[src/hdl/aarm_pkg.sv]
// ----------------------------------------------------------------------------
// aarm_pkg
// Shared types and constants of the axis-angle rotation matrix unit.
// ----------------------------------------------------------------------------
package aarm_pkg;

  // Internal fixed point has 31 fraction bits; one is 2^31.
  localparam int unsigned QI = 31;

  // Field widths of the input and result items.
  localparam int unsigned AXIS_W = 16;
  localparam int unsigned ANG_W  = 16;
  localparam int unsigned OUT_W  = 18;

  // Pi in Q31.
  localparam logic [32:0] PI_Q31 = 33'd6746518852;

  // One in Q31, signed and wide enough for the sine and cosine sums.
  localparam logic signed [33:0] ONE_Q31 = 34'sd2147483648;

  // Work handed from the front to the back: unit axis, sine, cosine.
  typedef struct packed {
    logic signed [32:0] ux;
    logic signed [32:0] uy;
    logic signed [32:0] uz;
    logic signed [32:0] s;
    logic signed [32:0] c;
    logic               degen;
  } aarm_job_t;

  // Divisors of the sine series terms.
  function automatic logic [7:0] sin_div(input logic [2:0] k);
    logic [7:0] d;
    case (k)
      3'd0:    d = 8'd6;
      3'd1:    d = 8'd20;
      3'd2:    d = 8'd42;
      3'd3:    d = 8'd72;
      3'd4:    d = 8'd110;
      3'd5:    d = 8'd156;
      default: d = 8'd156;
    endcase
    return d;
  endfunction

  // Divisors of the cosine series terms.
  function automatic logic [7:0] cos_div(input logic [2:0] k);
    logic [7:0] d;
    case (k)
      3'd0:    d = 8'd2;
      3'd1:    d = 8'd12;
      3'd2:    d = 8'd30;
      3'd3:    d = 8'd56;
      3'd4:    d = 8'd90;
      3'd5:    d = 8'd132;
      default: d = 8'd132;
    endcase
    return d;
  endfunction

  // Reciprocals of the sine divisors, floor(2^32 / d).
  function automatic logic [31:0] sin_rcp(input logic [2:0] k);
    logic [31:0] r;
    case (k)
      3'd0:    r = 32'd715827882;
      3'd1:    r = 32'd214748364;
      3'd2:    r = 32'd102261126;
      3'd3:    r = 32'd59652323;
      3'd4:    r = 32'd39045157;
      3'd5:    r = 32'd27531841;
      default: r = 32'd27531841;
    endcase
    return r;
  endfunction

  // Reciprocals of the cosine divisors, floor(2^32 / d).
  function automatic logic [31:0] cos_rcp(input logic [2:0] k);
    logic [31:0] r;
    case (k)
      3'd0:    r = 32'd2147483648;
      3'd1:    r = 32'd357913941;
      3'd2:    r = 32'd143165576;
      3'd3:    r = 32'd76695844;
      3'd4:    r = 32'd47721858;
      3'd5:    r = 32'd32537631;
      default: r = 32'd32537631;
    endcase
    return r;
  endfunction

endpackage

[src/hdl/aarm_fifo.sv]
// ----------------------------------------------------------------------------
// aarm_fifo
// Two-entry queue of prepared jobs between the front and the back.
// ----------------------------------------------------------------------------
module aarm_fifo
  import aarm_pkg::*;
(
  input  logic      clk_i,
  input  logic      rst_ni,
  input  logic      push_valid_i,
  output logic      push_ready_o,
  input  aarm_job_t push_data_i,
  output logic      pop_valid_o,
  input  logic      pop_ready_i,
  output aarm_job_t pop_data_o
);

  aarm_job_t  mem_q [2];
  logic       wptr_q, rptr_q;
  logic [1:0] cnt_q;
  logic       push, pop;

  assign push_ready_o = (cnt_q != 2'd2);
  assign pop_valid_o  = (cnt_q != 2'd0);
  assign pop_data_o   = mem_q[rptr_q];
  assign push         = push_valid_i && push_ready_o;
  assign pop          = pop_valid_o && pop_ready_i;

  // Entry storage.
  always_ff @(posedge clk_i) begin
    if (push) begin
      mem_q[wptr_q] <= push_data_i;
    end
  end

  // Pointers and fill level.
  always_ff @(posedge clk_i or negedge rst_ni) begin
    if (!rst_ni) begin
      wptr_q <= 1'b0;
      rptr_q <= 1'b0;
      cnt_q  <= '0;
    end else begin
      if (push) wptr_q <= ~wptr_q;
      if (pop)  rptr_q <= ~rptr_q;
      if (push && !pop)      cnt_q <= cnt_q + 2'd1;
      else if (pop && !push) cnt_q <= cnt_q - 2'd1;
    end
  end

endmodule

[config.mk]
export PLATFORM = sky130hd
export DESIGN_NAME = aarm_fifo
export DESIGN_NICKNAME = d
export VERILOG_FILES = /design/src/hdl/aarm_pkg.sv /design/src/hdl/aarm_fifo.sv
export SDC_FILE = /design/constraint.sdc
export NUM_CORES = 1
export LEC_CHECK = 0
export BUFFER_PORTS_ARGS = -buffer_cell sky130_fd_sc_hd__buf_2
export CAP_MARGIN = 15
export CORE_UTILIZATION = 52
export CTS_CLUSTER_SIZE = 12
export DETAILED_ROUTE_END_ITERATION = 10
export HOLD_SLACK_MARGIN = 0.1
export PLACE_DENSITY = 0.82
export SYNTH_ARGS = -nofsm -noshare
export SYNTH_HDL_FRONTEND = slang
export SYNTH_SLANG_ARGS = --single-unit
[constraint.sdc]
create_clock -name clk_i -period 11.8 [get_ports clk_i]
set_input_delay 1.77 -clock clk_i [delete_from_list [all_inputs] [get_ports clk_i]]
set_output_delay 1.77 -clock clk_i [all_outputs]
set_load 0.05 [all_outputs]
==> metrics.txt <==
CTS resizes=0; Avg Vias per Cell=5.03; max-slew violation count=0; initial antenna violation count=9; root buf cell=clkbuf_16; # IOs=338; Critical path buffers and inverters=2; GRT Util Overall=0.180; Final Hold Vio Count=0; ANT nets after route=0; Peak supply drop=0.286 mV; Initial Util=0.535; Worst-Margin Slew=1.11 ns; Non-Filler Instances=1239; syn_area_per_cell=23.8 um2; Synth Cell Area=12700 um2; hold slack final=0.491 ns; outcome=completed; f_max=200 MHz; Vias=6236; TritonCTS clock tree=done; Die Ht=158 um; Seq cells post-synth=336; Mapped Cells=535; period utilisation layout=0.424; PwrDens=302 nW/um2; CP max stage delay=1.07 ns; register area share after synthesis=0.792; Cell Chain, Critical Path=buf_4 -> mux2_2 -> buf_2; first-pass GRT wire length=33700 um; fillcell total=1541; drc violations=0; clock edge transition at the registers on the reported setup and hold paths=0.06 ns; element type at the critical path start=flip-flop; critical path depth=3; DRT iter0 DRCs=342; skew final=0.0195 ns; wire per inst=19.1 um; Req. time, crit path=10.03 ns; minimum clock period=5.01 ns; arrival time of the worst setup path=3.24 ns; Final TNS setup=0 ns; total power=4.74 mW; die area=25100 um2; RSZ-0062 raised after global routing=false; CP endpoint kind=output pin; Slew HR=0.257; Final Wtd Congestion=0.711; Area growth syn-to-layout=23.5%; clock latency on the worst-skew pair=0.50 ns; synth unique cells=15; Routed WL=23700 um; # clock sinks=336; Max Cap Viol=0; post-synth net total=706; CP max stage cell=dfrtp_4; vias in the first global route=6368; Num CTS Buffers=36; CTS Buffer Depth=3; Min-Delay Path Depth=1; H-Tree Level Count=2; TritonRoute pass-1 iters=7; Detail Placement HPWL=15300 um; Setup Crit Path Kind=flip-flop to output pin; placed instance count=1177; largest fanout on the critical path=64; Placeable Area=23800 um2; CP delay by family, top=buffers and inverters; post-CTS setup buffer count=0; number of port buffers=337; FP Rows=56; LEAKAGE=6.23 nW; # hold bufs at CTS=0; post-layout net count=1067; worst reg2reg path depth=3; Tightest Hold Check Type=flip-flop to flip-flop; Die X=158 um; GR Overflow Total=0; largest net degree at the start of global routing=167; yosys warns=0; final setup vio count=0; ratio of cells with drive above 1 in the final layout=0.607
[path summary, 6_finish.rpt]
path | start | end | slack, ns
max reg2reg | cnt_q[0] | mem_q[1][32] | 9.32
min reg2reg | cnt_q[1] | cnt_q[1] | 0.49
min | cnt_q[1] | cnt_q[1] | 0.49
max in group asynchronous | rst_ni | rptr_q | 10.60
min in group asynchronous | rst_ni | cnt_q[1] | 1.06
max | rptr_q | pop_data_o[165] | 6.79
[worst register-to-register path: cells and delay by family (launching register included)]
family | cells | cell delay, ns
buf+inv | 1 | 0.86
flops | 1 | 0.41
simple gates | 2 | 0.72
[logic make-up (layout without fill, tap and decap cells)]
| group | Yosys count | after routing | share of synthesized area |
|---|---|---|---|
| other | 0 | 7 | 0 |
| multiplexers | 166 | 166 | 0.185 |
| adder cells (fa/ha/maj) | 1 | 1 | 0.000984 |
| buffers and inverters | 20 | 398 | 0.0156 |
| AND/OR/NAND/NOR | 7 | 7 | 0.00266 |
| flip-flops | 336 | 336 | 0.792 |
| XOR/XNOR | 5 | 5 | 0.00344 |
[report_power, final]
group | total [mW] | switching [mW] | internal, mW
Sequential | 1.75 | 0.117 | 1.64
Combinational | 2.00 | 1.38 | 0.618
Clock | 0.981 | 0.413 | 0.568
Total | 4.74 | 1.91 | 2.82
[placed cells by master, fill, tap and decap left out, drive strengths merged]
cell / instances
or2: 1
clkinvlp: 1
dfrtp: 4
mux2: 166
nor2: 2
clkinv: 8
edfxtp: 332
nand2b: 1
inv: 4
xor2: 2
ha: 1
diode: 7
and3: 1
nand2: 2
xnor2: 3
buf: 342
clkbuf: 43
[area by class of cell]
type | count | area (um2) | area share
multi-input cells | 179 | 2460 | 0.157
flip-flops and latches | 336 | 10100 | 0.641
clock buffers | 43 | 948 | 0.0604
well taps | 319 | 399 | 0.0254
diodes | 7 | 17.5 | 0.00112
repair buffers | 342 | 1740 | 0.111
inverters | 1 | 3.75 | 0.000239
clock inverters | 12 | 65.1 | 0.00414
[flip-flops by register name (all words and copies together), names as in the netlist]
register  flops
wptr_q        1
rptr_q        1
cnt_q         2
mem_q       332
[Yosys cell counts, drive strengths merged]
cell type,count,area share
and3,1,0.00049
buf,19,0.015
dfrtp,4,0.0079
edfxtp,332,0.78
ha,1,0.00098
inv,1,0.00029
mux2,166,0.19
nand2,2,0.00059
nand2b,1,0.00049
nor2,2,0.00059
or2,1,0.00049
xnor2,3,0.0021
xor2,2,0.0014
[layer usage]
metal	track usage	vias up	routed length, um
li1	-	2859	-
met1	0.205	3042	8700
met2	0.315	275	12500
met3	0.0528	56	1870
met4	0.0792	4	576
met5	0	-	22
[through the flow]
step           utilization  setup slack (ns)  instance area (um2)
6_report             0.661              6.79                15700
5_1_grt              0.661              6.62                15700
3_5_place_dp         0.618              7.26                14700
3_3_place_gp         0.618              7.30                14700
4_1_cts              0.660              6.69                15700
2_1_floorplan            -              2.33                12700
(Power assumes the default switching activity.)
